==> config.mk <==
export PLATFORM = sky130hd
export DESIGN_NAME = line_rasterizer
export DESIGN_NICKNAME = d
export VERILOG_FILES = /design/src/sv/lr_pkg.sv /design/src/sv/lr_step.sv /design/src/sv/line_rasterizer.sv
export SDC_FILE = /design/constraint.sdc
export NUM_CORES = 1
export LEC_CHECK = 0
export BUFFER_PORTS_ARGS = -buffer_cell sky130_fd_sc_hd__buf_2
export CAP_MARGIN = 30
export CORE_AREA = 5 5 172 174
export DETAILED_ROUTE_END_ITERATION = 7
export DIE_AREA = 0 0 177 179
export PLACE_DENSITY = 0.68
export RECOVER_POWER = 100
export SYNTH_ARGS = -nofsm -noshare
export SYNTH_HDL_FRONTEND = slang
export SYNTH_SLANG_ARGS = --single-unit
==> constraint.sdc <==
create_clock -name clk -period 12.45 [get_ports clk]
set_input_delay 1.245 -clock clk [delete_from_list [all_inputs] [get_ports clk]]
set_output_delay 1.245 -clock clk [all_outputs]
set_load 0.05 [all_outputs]
==> src/sv/lr_pkg.sv <==
`timescale 1ns / 1ps
`default_nettype none
// ----------------------------------------------------------------------------
// lr_pkg: shared types and helpers for the line rasterizer
// Holds the coordinate widths, the line state record and the per-beat
// pixel record that pass between the stepper and the top level.
// ----------------------------------------------------------------------------
package lr_pkg;

    localparam int COORD_BITS = 12;
    localparam int ERR_BITS   = COORD_BITS + 2;
    localparam int COLOR_BITS = 24;

    // Opcode values of an input beat.
    localparam logic OP_START   = 1'b0;
    localparam logic OP_ADVANCE = 1'b1;

    typedef logic [COORD_BITS-1:0] coord_t;
    typedef logic signed [ERR_BITS-1:0] err_t;

    // Everything the stepper keeps about the line being drawn.
    typedef struct packed {
        coord_t cur_x;
        coord_t cur_y;
        coord_t target_x;
        coord_t target_y;
        coord_t delta_x;
        coord_t delta_y;
        logic   step_x_neg;
        logic   step_y_neg;
        logic   x_major;
        err_t   error_term;
        logic   line_active;
    } line_state_t;

    // Pixel produced for one input beat, before the color is attached.
    typedef struct packed {
        coord_t x;
        coord_t y;
        logic   valid;
        logic   last;
    } pixel_t;

    // Move a coordinate one unit up or down, wrapping at the coordinate width.
    function automatic coord_t move_one(input coord_t v, input logic neg);
        coord_t r;
        if (neg)
        begin
            r = v - coord_t'(1);
        end
        else
        begin
            r = v + coord_t'(1);
        end
        return r;
    endfunction

endpackage
`default_nettype wire

==> src/sv/lr_step.sv <==
`timescale 1ns / 1ps
`default_nettype none
// ----------------------------------------------------------------------------
// lr_step: one Bresenham step
// Combinational logic that takes the line state and one input beat and
// returns the next line state and the pixel that the beat produces.
// ----------------------------------------------------------------------------
module lr_step (
    input  wire logic                          opcode,
    input  wire lr_pkg::coord_t                start_x,
    input  wire lr_pkg::coord_t                start_y,
    input  wire lr_pkg::coord_t                end_x,
    input  wire lr_pkg::coord_t                end_y,
    input  wire lr_pkg::line_state_t           state,
    output lr_pkg::line_state_t                state_next,
    output lr_pkg::pixel_t                     pixel
);

    // Major and minor deltas of the active line, wide enough for twice the value.
    logic [lr_pkg::ERR_BITS:0] major2;
    logic [lr_pkg::ERR_BITS:0] minor2;
    logic signed [lr_pkg::ERR_BITS:0] err_dec;
    logic signed [lr_pkg::ERR_BITS:0] err_fix;
    logic minor_step;
    lr_pkg::coord_t adv_x;
    lr_pkg::coord_t adv_y;

    // Setup values for a start beat.
    logic sx_neg;
    logic sy_neg;
    lr_pkg::coord_t dx;
    lr_pkg::coord_t dy;
    logic xm;
    logic single;

    // Start beat: directions, deltas and major axis from the endpoints.
    always_comb
    begin
        sx_neg = end_x < start_x;
        sy_neg = end_y < start_y;
        dx     = sx_neg ? (start_x - end_x) : (end_x - start_x);
        dy     = sy_neg ? (start_y - end_y) : (end_y - start_y);
        xm     = dx > dy;
        single = (start_x == end_x) && (start_y == end_y);
    end

    // Advance beat: error update and the minor-axis step.
    always_comb
    begin
        if (state.x_major)
        begin
            major2 = {2'b00, state.delta_x, 1'b0};
            minor2 = {2'b00, state.delta_y, 1'b0};
        end
        else
        begin
            major2 = {2'b00, state.delta_y, 1'b0};
            minor2 = {2'b00, state.delta_x, 1'b0};
        end
        err_dec    = {state.error_term[lr_pkg::ERR_BITS-1], state.error_term}
                     - $signed(minor2);
        minor_step = err_dec[lr_pkg::ERR_BITS];
        err_fix    = minor_step ? (err_dec + $signed(major2)) : err_dec;

        if (state.x_major)
        begin
            adv_x = lr_pkg::move_one(state.cur_x, state.step_x_neg);
            adv_y = minor_step ? lr_pkg::move_one(state.cur_y, state.step_y_neg)
                               : state.cur_y;
        end
        else
        begin
            adv_y = lr_pkg::move_one(state.cur_y, state.step_y_neg);
            adv_x = minor_step ? lr_pkg::move_one(state.cur_x, state.step_x_neg)
                               : state.cur_x;
        end
    end

    // Pick the result by opcode; an advance on an idle line leaves state alone.
    always_comb
    begin
        state_next = state;
        pixel      = '0;
        if (opcode == lr_pkg::OP_START)
        begin
            state_next.step_x_neg  = sx_neg;
            state_next.step_y_neg  = sy_neg;
            state_next.delta_x     = dx;
            state_next.delta_y     = dy;
            state_next.x_major     = xm;
            state_next.error_term  = lr_pkg::err_t'({2'b00, (xm ? dx : dy)});
            state_next.cur_x       = start_x;
            state_next.cur_y       = start_y;
            state_next.target_x    = end_x;
            state_next.target_y    = end_y;
            state_next.line_active = !single;
            pixel.x     = start_x;
            pixel.y     = start_y;
            pixel.valid = 1'b1;
            pixel.last  = single;
        end
        else if (state.line_active)
        begin
            state_next.cur_x       = adv_x;
            state_next.cur_y       = adv_y;
            state_next.error_term  = err_fix[lr_pkg::ERR_BITS-1:0];
            state_next.line_active = state.x_major ? (adv_x != state.target_x)
                                                   : (adv_y != state.target_y);
            pixel.x     = adv_x;
            pixel.y     = adv_y;
            pixel.valid = 1'b1;
            pixel.last  = !state_next.line_active;
        end
    end

endmodule
`default_nettype wire

==> src/sv/line_rasterizer.sv <==
`timescale 1ns / 1ps
`default_nettype none
// ----------------------------------------------------------------------------
// line_rasterizer: Bresenham line stepper
// A start beat loads two endpoints and returns the first pixel; each advance
// beat returns the next pixel toward the end point, flagged last at the end.
//
// Channels: input beats (opcode and endpoints) on in_valid/in_ready, one
// result beat per input beat on out_valid/out_ready, and the drawing color
// on cfg_valid/cfg_data, which is always ready.
// Path: an accepted beat is held in the input register, then stepped into
// the output register, from which its result is offered; while the output
// register is full and not drained, the beat waits in the input register.
// Throughput: one beat per clock while out_ready is high. The line state
// is updated by the combinational stepper, so consecutive beats need no gap.
// Stall: when out_ready is low the result holds in the output register, the
// next beat waits in the input register, and in_ready drops only once both
// are full.
// Reset: clears the color, all line state (no line active) and the valid
// flags of both register stages.
// ----------------------------------------------------------------------------
module line_rasterizer (
    input  wire logic        clk,
    input  wire logic        rst_n,
    input  wire logic        in_valid,
    output logic             in_ready,
    input  wire logic        opcode,
    input  wire logic [11:0] start_x,
    input  wire logic [11:0] start_y,
    input  wire logic [11:0] end_x,
    input  wire logic [11:0] end_y,
    output logic             out_valid,
    input  wire logic        out_ready,
    output logic [11:0]      pixel_x,
    output logic [11:0]      pixel_y,
    output logic [23:0]      pixel_color,
    output logic             pixel_valid,
    output logic             last_pixel,
    input  wire logic        cfg_valid,
    output logic             cfg_ready,
    input  wire logic [23:0] cfg_data
);

    logic [lr_pkg::COLOR_BITS-1:0] color_reg;

    // Input register stage.
    logic            in_vld_reg;
    logic            op_reg;
    lr_pkg::coord_t  sx_reg;
    lr_pkg::coord_t  sy_reg;
    lr_pkg::coord_t  ex_reg;
    lr_pkg::coord_t  ey_reg;

    // Line state and the stepper outputs.
    lr_pkg::line_state_t state_reg;
    lr_pkg::line_state_t state_next;
    lr_pkg::pixel_t      pix;

    // Output register stage.
    logic                          out_vld_reg;
    lr_pkg::pixel_t                pix_reg;
    logic [lr_pkg::COLOR_BITS-1:0] pcolor_reg;

    logic advance;

    // A beat moves on when the output register is empty or being drained.
    assign advance   = in_vld_reg && (!out_vld_reg || out_ready);
    assign in_ready  = !in_vld_reg || advance;
    assign cfg_ready = 1'b1;

    // Color register.
    always_ff @(posedge clk or negedge rst_n)
    begin
        if (!rst_n)
        begin
            color_reg <= '0;
        end
        else if (cfg_valid)
        begin
            color_reg <= cfg_data;
        end
    end

    // Input register: valid flag.
    always_ff @(posedge clk or negedge rst_n)
    begin
        if (!rst_n)
        begin
            in_vld_reg <= 1'b0;
        end
        else if (in_ready)
        begin
            in_vld_reg <= in_valid;
        end
    end

    // Input register: payload.
    always_ff @(posedge clk)
    begin
        if (in_valid && in_ready)
        begin
            op_reg <= opcode;
            sx_reg <= start_x;
            sy_reg <= start_y;
            ex_reg <= end_x;
            ey_reg <= end_y;
        end
    end

    // Stepper.
    lr_step u_step (
        .opcode     (op_reg),
        .start_x    (sx_reg),
        .start_y    (sy_reg),
        .end_x      (ex_reg),
        .end_y      (ey_reg),
        .state      (state_reg),
        .state_next (state_next),
        .pixel      (pix)
    );

    // Line state, updated as each beat leaves the input register.
    always_ff @(posedge clk or negedge rst_n)
    begin
        if (!rst_n)
        begin
            state_reg <= '0;
        end
        else if (advance)
        begin
            state_reg <= state_next;
        end
    end

    // Output register: valid flag.
    always_ff @(posedge clk or negedge rst_n)
    begin
        if (!rst_n)
        begin
            out_vld_reg <= 1'b0;
        end
        else if (advance)
        begin
            out_vld_reg <= 1'b1;
        end
        else if (out_ready)
        begin
            out_vld_reg <= 1'b0;
        end
    end

    // Output register: payload, with the color attached to emitted pixels.
    always_ff @(posedge clk)
    begin
        if (advance)
        begin
            pix_reg    <= pix;
            pcolor_reg <= pix.valid ? color_reg : '0;
        end
    end

    assign out_valid   = out_vld_reg;
    assign pixel_x     = pix_reg.x;
    assign pixel_y     = pix_reg.y;
    assign pixel_color = pcolor_reg;
    assign pixel_valid = pix_reg.valid;
    assign last_pixel  = pix_reg.last;

endmodule
`default_nettype wire
Yosys cells after proc, flatten, opt, wreduce, memory -nomap -nowiden
Index checks and enable logic that the tools add are counted.

storage, ports and cells
  register bits after elaboration = 215
  input port bits = 78
  logic and storage cells = 76

operators by class
  add/subtract/negate cells = 10
  order comparisons = 3
  equality and inequality tests = 5
  mux-type cells = 21
  bitwise logic cells = 1
  reductions and logical operators = 12

operators with widths
  operator                                                count
  two-way mux 12 bit                                      9
  two-way mux 26 bit                                      2
  two-way mux 24 bit                                      2
  subtractor 12 bit                                       4
  two-way mux 15 bit                                      2
  two-way mux 13 bit                                      2
  adder 12 x 1 -> 12 bit (second input constant)          2
  == test 12 bit                                          2
  less-than comparator 12 bit                             2
  inequality test 12 bit                                  2
  subtractor 12 x 1 -> 12 bit (second input constant)     2
  subtractor 14 x 14 -> 15 bit                            1
  adder 14 bit                                            1
  two-way mux 14 bit                                      1
  > comparator 12 bit                                     1
  zero test 1 bit                                         4
  AND reduction 2 bit                                     2
  logical AND 1 bit                                       3
  two-way mux 1 bit                                       3
  logical OR 1 bit                                        2
  inequality test 2 x 1 -> 1 bit (second input constant)  1
  nonzero test 2 bit                                      1
  NOT 1 bit                                               1

Longest topological paths before layout
Gate-level depths: netlist (run 1).

  depth after elaboration = 9
  mapped depth = 25
  mapped depth without buffers = 22

By module
Synthesis (run 1) repeated with hierarchy kept, for this count alone.

second synthesis, totals
  cells, all modules = 1,310
  area total of the unflattened synthesis = 14,510.2 um2

modules (own cells, without submodules)
  module           instances  cells an instance  area each (um2)
  line_rasterizer  1          376                7,920.1
  lr_step          1          934                6,590.1

Worst setup path after synthesis (run 1)
No wires, ideal clock.

  kind = reg-to-reg
  start point = register ey_reg[0]
  end point = register state_reg[12] (netlist bit)
  setup time = 0.096 ns
  data arrival time = 4.582 ns
  required time = 12.354 ns
  setup slack = 7.771 ns
  cell stages (with the launch flop) = 21
  path buffers = 1
  cells stage by stage = edfxtp_1 -> inv_1 -> ha_1 -> inv_1 -> fa_1 -> a211oi_1 -> o211ai_1 -> a31oi_2 -> mux2_2 -> nand3b_1 -> o211ai_1 -> xnor2_1 -> inv_1 -> ha_1 -> nand4_1 -> or2_2 -> o21ai_0 -> o22a_1 -> clkbuf_1 -> mux2_2 -> o31ai_1

between the ends
  word-level cells in the longest chain between the ends = 5
  elaborated cells between the ends (all ways) = 7
  classes of those cells = 2 x add/sub; 2 x order compare; 3 x mux

ends and longest elaborated chain
  what                                                                     RTL line                      source
  start: declaration                                                       line_rasterizer.sv:52         lr_pkg::coord_t ey_reg;
  start signal: assignment                                                 line_rasterizer.sv:106        ey_reg <= end_y;
  subtractor 12 bit / less-than comparator 12 bit (equally long branches)  lr_step.sv:42, lr_step.sv:40
  two-way mux 12 bit *                                                     lr_step.sv:42                 dy = sy_neg ? (start_y - end_y) : (end_y - start_y);
  > comparator 12 bit                                                      lr_step.sv:43                 xm = dx > dy;
  two-way mux 12 bit *                                                     lr_step.sv:91                 state_next.error_term = lr_pkg::err_t'({2'b00, (xm ? dx : dy)});
  two-way mux 15 bit *                                                     lr_step.sv:84                 if (opcode == lr_pkg::OP_START)
  end signal: assignment                                                   line_rasterizer.sv:131        state_reg <= state_next;
  end: declaration                                                         line_rasterizer.sv:55         lr_pkg::line_state_t state_reg;

Mark *: on every way between the ends. The rest lies on a longest branch, timed or not.
A chain may end at the register's enable or synchronous reset.

Final worst setup path (run 1)
  start point = input port out_ready
  end point = register state_reg[5] (netlist bit)

between the ends
  word-level cells in the longest chain between the ends = 3

ends and longest elaborated chain
  what                                  RTL line               source
  start: declaration                    line_rasterizer.sv:33  input wire logic out_ready,
  logical OR 1 bit                      line_rasterizer.sv:67  assign advance = in_vld_reg && (!out_vld_reg || out_ready);
  logical AND 1 bit                     line_rasterizer.sv:67
  AND reduction 2 bit (no source line)  n/a

Every way passes these cells.

==> impl_metrics.ini, run 1 <==
[final_layout]
post-route-util = 0.553
fin_area_mm2 = 0.0153
antenna_cells = 0
syn2layout_area_growth_pct = 11.9
fillers = 2539
num-nets-final = 1667
largest_register_ffs = 89
drive_gt1_frac = 0.119
final_cells = 1875

[floorplan]
start_util = 0.494
core_mm2 = 0.0276
fp.dieW_um = 177
die-area_mm2 = 0.0317
num_rows = 61
pin_count = 131
die_y_um = 179

[global_route]
use_met1 = 0.330
globalRouteOverflowTotal = 0
grtUsageMet2 = 0.362
antenna_found_initial = 0
busiest_layer = met2
grt_usage = 0.225
grt_pass1_vias = 10400
grt_max_degree = 89
use_met3 = 0.0297
grt_pass1_wl_mm = 56.8

[sta]
drv_slew = 455
tns_ps = 0
rsz0062_at_grt = no
fmax_mhz = 128
period_needed_ps = 7830
finClkSkew_ps = 14.6
maxSlewHeadroom = -1.48
hold_viol = 0
setup_viol = 0
post-route-period-util = 0.629
tightestPinTransition_ps = 3720

[worst_setup_path]
cp_slowest_cell = clkbuf_1
slowest_delay_ps = 2570
critical_path_depth = 9
worstPathArrival_ps = 8200
timing.reg2reg.worst_path_depth = 8
path_delay_family = buffers and inverters
worstPathRequired_ps = 12820
crit_chain = clkbuf_1, nand2b_1, and2_2, clkbuf_1, nand2b_1, clkbuf_1, nor2_1, a221o_1, a21oi_1
worstSetupStartpointType = primary input
critPathMaxFanout = 88
cpMostUsedCell = clkbuf_1
cp.buffers_inverters = 3
critPathKind = in -> reg
critPathCaptureType = flop

[clock_tree]
clkSlewWorstSetupHoldPaths_ps = 70
tritoncts = done
numCtsBuffers = 24
insertion_delay_ps = 530
cts_root_buf = clkbuf_16
cts.sinks = 214
post_cts.repair.setup_buffers = 0
htreeDepth = 1
ctsHoldBuffers = 0
cts_resized = 0
cts_max_path_buffers = 3

[route]
wl_per_cell_um = 19.4
dr.first_iter.drc_count = 877
viasPerCell = 5.79
dr.pass1.iters = 5
vias = 10900
drt-total-wl_mm = 36.3
ant_nets = 0
drc = 0

[worst_hold_path]
whs_path_depth = 2
min_path_type = reg -> reg

[yosys]
netlist-cell-type-count = 80
synth_seq_area_share = 0.428
synth_edf_count = 99
syn_area_mm2 = 0.0137
ys_seq_elements = 214
ys.flop_type = dfrtp_1
synth_cells = 1374
syn_area_per_cell_um2 = 9.94
synth_nets = 1562
yosys_warnings = 0
async_reset_ff_frac = 0.537

[run]
cap_violations = 9

[power_and_ir_drop]
p_leak_nw = 6.62
power_density_mw_per_mm2 = 295
vdd_drop_max_v = 0.000122
power_mw = 4.50

[outcome]
violations = max-capacitance violations, max-slew violations
outcome = finished, violations left

[place]
dpl.hpwl_mm = 26.5
placed_area_mm2 = 0.0146
portBuffers = 129
gp_congestion = 0.972
placed_cells = 1831
[cell families (layout without fill, tap and decap cells)]
group	count (synthesis)	after routing	share of synthesized area
other cells	1	1	0.000275
xor+xnor	76	76	0.0497
flops	214	214	0.428
simple gates	327	327	0.115
compound gates	408	408	0.193
fa+ha+maj	110	110	0.105
buf+inv	154	277	0.0435
mux	84	84	0.0656
[routing by layer]
layer / vias to the layer above / part of all wire
met5: - / 0
met4: 0 / 0.020
met3: 57 / 0.063
met2: 376 / 0.45
met1: 5249 / 0.46
li1: 5179 / -
[where the power goes]
| group | internal [mW] | leakage (nW) | switching [mW] | total, mW |
|---|---|---|---|---|
| Combinational | 1.09 | 3.90 | 1.61 | 2.70 |
| Sequential | 0.925 | 2.33 | 0.154 | 1.08 |
| Clock | 0.433 | 0.389 | 0.287 | 0.720 |
| Total | 2.45 | 6.62 | 2.05 | 4.50 |
[placed cells by master, fill, tap and decap left out, drive strengths merged, types with 7 or more instances in the layout]
cell type    n
o21ai      118
nand2      116
dfrtp      115
a21oi      105
ha         102
clkbuf     101
edfxtp      99
inv         93
nor2        77
buf         73
o22ai       58
mux2        44
mux2i       40
xor2        38
xnor2       37
and2        31
a21o        26
nor3        19
nand2b      15
nand3       14
o21bai      12
a211oi      12
o21a        11
or3         10
and3         9
a31oi        9
nand4        8
nor2b        8
fa           8
o211ai       7
[area by class of cell]
class | count | area (um2) | area share
multi-input cells | 1006 | 7180 | 0.470
flip-flops and latches | 214 | 5850 | 0.383
clock buffers | 34 | 701 | 0.0459
repair buffers | 140 | 624 | 0.0409
well taps | 378 | 473 | 0.0310
inverters | 93 | 349 | 0.0228
clock inverters | 10 | 106 | 0.00696
[worst reg2reg max path: cells and delay by family (launching register included)]
kind | cells | cell delay [ps]
DFF | 1 | 400
and+or+nand+nor | 4 | 2510
buffers and inverters | 2 | 4030
AOI/OAI and AO/OA | 2 | 280
[synth_stat cells, drive strengths merged, types with 5 or more instances]
cell / number / area [um2]
a2111oi: 6 / 90.1
a211oi: 12 / 105
a21o: 26 / 195
a21oi: 105 / 563
a311oi: 5 / 43.8
a31oi: 9 / 62.6
and2: 31 / 196
and3: 9 / 61.3
buf: 16 / 76.3
clkbuf: 45 / 169
dfrtp: 115 / 2880
edfxtp: 99 / 2970
fa: 8 / 160
ha: 102 / 1280
inv: 93 / 349
mux2: 44 / 495
mux2i: 40 / 400
nand2: 116 / 435
nand2b: 15 / 93.8
nand3: 14 / 70.1
nand3b: 6 / 48.8
nand4: 8 / 50.1
nor2: 77 / 294
nor2b: 8 / 50.1
nor3: 19 / 95.1
o211ai: 7 / 52.6
o21a: 11 / 90.1
o21ai: 118 / 591
o21bai: 12 / 90.1
o22ai: 58 / 363
or3: 10 / 62.6
xnor2: 37 / 324
xor2: 38 / 333
[worst paths after layout]
kind                                       start                         to  slack [ps]
hold / removal              ey_reg[11]$_DFFE_PP_  state_reg[53]$_DFFE_PN0P_         490
setup / recovery                       out_ready   state_reg[5]$_DFFE_PN0P_        4620
setup reg to reg           out_valid$_DFFE_PN0P_   state_reg[5]$_DFFE_PN0P_        5090
max in group asynchronous                  rst_n  state_reg[82]$_DFFE_PN0P_        6170
min in group asynchronous                  rst_n  color_reg[11]$_DFFE_PN0P_        1630
hold reg to reg             ey_reg[11]$_DFFE_PP_  state_reg[53]$_DFFE_PN0P_         490
[stage by stage]
stage,hold slack (ps),setup WS [ps]
6_report,491,4620
5_1_grt,515,3870
4_1_cts,493,6810
3_3_place_gp,469,7000
3_5_place_dp,478,6920
2_1_floorplan,445,7770
No activity file was read; power rests on OpenSTA's default activity.
==> run 2: changes to the inputs <==
ABC_AREA = 1   (was not set)
CORE_AREA = 5 5 174 176   (was 5 5 172 174)
DIE_AREA = 0 0 179 181   (was 0 0 177 179)
PLACE_DENSITY = 0.69   (was 0.68)
clock period = 7.9 ns   (was 12.45 ns; I/O delays follow)
==> run 2 against run 1 <==
Effect of this change:
- first-iteration DRC count grew 38%
- utilization is essentially flat
- final cell count grew 25%
- final area grew 3.0%
- global-route usage grew 1.3 points
- worst setup slack lost 2800 ps
- largest cell class unchanged
- synthesized area grew 3.3%
- synthesized cell count grew 33%
- hold slack lost 54 ps
- clock skew shrank 4.4 ps
- the run still ends with max-capacitance violations, max-slew violations left
==> impl_metrics.ini, run 2 <==
[yosys]
yosysTopAreaCell = edfxtp_1
netlist-cell-type-count = 51
synth_edf_count = 99
synth_nets = 2018
synth_top_area_share = 0.211
yosysMostFrequentCell = nand2_1
yosys_warnings = 0
synth_common_cells = nand2_1, inv_1, o21ai_0
ys_seq_elements = 214
syn_area_per_cell_um2 = 7.71
ys.flop_type = dfrtp_1
async_reset_ff_frac = 0.537
syn_area_mm2 = 0.0141
synth_top_cells_by_area = edfxtp_1, dfrtp_1, nand2_1, ha_1, inv_1
synth_seq_area_share = 0.415
synth_cells = 1830

[worst_setup_path]
critPathMaxFanout = 55
r2r_slack_ps = 1790
critPathCaptureType = flop
reg2reg_to = state_reg[7]$_DFFE_PN0P_
critPathKind = reg -> reg
r2r_start = op_reg$_DFFE_PP_
worstPathArrival_ps = 6550
worstSetupStartpointType = flop
timing.reg2reg.worst_path_depth = 10
worstPathRequired_ps = 8340

[place]
placed_cells = 2291
portBuffers = 129
placed_area_mm2 = 0.0150
place_ws_ps = 3490
dpl.hpwl_mm = 30.2
gp_congestion = 0.957

[route]
ant_nets = 0
drc = 0
dr.first_iter.drc_count = 1211
drt-total-wl_mm = 39.2
viasPerCell = 5.29
vias = 12400
dr.pass1.iters = 6
wl_per_cell_um = 16.8

[worst_hold_path]
whs_path_depth = 1
hp-start = start_y[9]
min_path_type = in -> reg
hold_end = sy_reg[9]$_DFFE_PP_

[global_route]
antenna_found_initial = 0
grt_usage = 0.238
globalRouteOverflowTotal = 0
grt_max_degree = 63
grt_pass1_wl_mm = 61.5
grt_pass1_vias = 11400

[clock_tree]
cts.sinks = 214
insertion_delay_ps = 530
post_cts.repair.setup_buffers = 0
cts_root_buf = clkbuf_16
cts_max_path_buffers = 3
cts_resized = 0
clkSlewWorstSetupHoldPaths_ps = 60
ctsHoldBuffers = 0
htreeDepth = 1
numCtsBuffers = 25
tritoncts = done

[outcome]
outcome = finished, violations left
violations = max-capacitance violations, max-slew violations

[sta]
tightestPinTransition_ps = 3300
setup_slack_ps = 1790
finClkSkew_ps = 10.2
fmax_mhz = 164
maxSlewHeadroom = -1.20
tns_ps = 0
setup_viol = 0
hold_viol = 0
drv_slew = 355
period_needed_ps = 6110
rsz0062_at_grt = no
post-route-period-util = 0.773

[floorplan]
fp.dieW_um = 179
core_mm2 = 0.0285
pin_count = 131
die_y_um = 181
die-area_mm2 = 0.0324
num_rows = 62
start_util = 0.495

[power_and_ir_drop]
vdd_drop_max_v = 0.000249
p_sw_mw = 3.77
p_sw_frac = 0.505
p_clk_frac = 0.153
seqPwrFrac = 0.232
comb_power_share = 0.615
p_leak_nw = 7.82
internal_power_mw = 3.70
power_density_mw_per_mm2 = 475

[final_layout]
antenna_cells = 0
syn2layout_area_growth_pct = 11.6
final_common_cell = nand2_1
largest_register_ffs = 89
fin_area_mm2 = 0.0157
final_cells = 2338
multiInputGateArea_mm2 = 0.00693
fillers = 2724
drive_gt1_frac = 0.0655
final_cell_mix = nand2_1, inv_1, o21ai_0
num-nets-final = 2123
seqCellArea_mm2 = 0.00585

[run]
cap_violations = 8
==> run 2: cell types whose count changed after synthesis, moves of 38 or more <==
| cell | delta |
|---|---|
| mux2i_1 | -38 |
| o22ai_1 | -56 |
| inv_1 | +178 |
| nand3_1 | +67 |
| mux2_2 | -44 |
| nand2_1 | +371 |
| nor2_1 | +71 |
| o21ai_0 | +86 |
==> run 2: final cells by class <==
cell class	instances	area share
Clock buffer	33	0.0437
Clock inverter	13	0.00859
Inverter	275	0.0656
Tap cell	384	0.0305
Sequential cell	214	0.372
Multi-Input combinational cell	1280	0.440
Timing Repair Buffer	139	0.0395
==> run 2: critical path: stages (launching register included) <==
cell and delay, ps:
edfxtp_1 310, clkbuf_1 1720, inv_1 740, clkbuf_1 600, nor2_4 180, buf_4 460, nor2_1 100, buf_4 230
inv_1 1210, nor2_1 200, a2bb2oi_1 220
==> run 2: power by group through the flow <==
stage                     Combinational [mW]  Clock (mW)  Sequential (mW)
after floorplan                         3.36           0             1.88
after global placement                  4.46           0             1.73
after detailed placement                4.53           0             1.74
after CTS                               4.56        1.17             1.72
after global routing                    5.19        1.21             1.76
final                                   4.59        1.14             1.73
==> run 2: kinds of logic (layout without fill, tap and decap cells) <==
group,count (synthesis),after routing,synth area share
buffers and inverters,336,460,0.0934
AOI/OAI and AO/OA,345,345,0.133
and+or+nand+nor,773,773,0.225
other,1,1,0.000266
xor gates and xnor gates,49,49,0.0304
muxes,2,2,0.00142
DFF,214,214,0.415
adders and majority gates,110,110,0.102
==> run 2: worst max path at each step <==
stage | to | slack [ps] | cells past startpoint | start
6_report | state_reg[7]$_DFFE_PN0P_ | 1790 | 10 | op_reg$_DFFE_PP_
2_1_floorplan | state_reg[13]$_DFFE_PN0P_ | 3990 | 30 | state_reg[15]$_DFFE_PN0P_
4_1_cts | state_reg[4]$_DFFE_PN0P_ | 3470 | 25 | ey_reg[0]$_DFFE_PP_
5_1_grt | state_reg[81]$_DFFE_PN0P_ | 1470 | 9 | op_reg$_DFFE_PP_
3_5_place_dp | state_reg[4]$_DFFE_PN0P_ | 3490 | 25 | ey_reg[0]$_DFFE_PP_
3_3_place_gp | state_reg[4]$_DFFE_PN0P_ | 3680 | 25 | ey_reg[0]$_DFFE_PP_
==> run 2: layer usage <==
layer	wire length [um]	vias to the layer above	global-route usage
li1	-	6152	-
met1	18700	5685	0.367
met2	16200	487	0.352
met3	3360	50	0.0364
met4	908	0	0.0534
met5	0	-	0
==> run 2: per-stage QoR <==
| stage | total power, mW | hold slack [ps] | utilization |
|---|---|---|---|
| after detailed placement | 6.27 | 474 | 0.528 |
| after CTS | 7.45 | 352 | 0.557 |
| after global placement | 6.19 | 467 | 0.528 |
| after global routing | 8.16 | 422 | 0.553 |
| final | 7.47 | 437 | 0.553 |
| after floorplan | 5.24 | 453 | - |
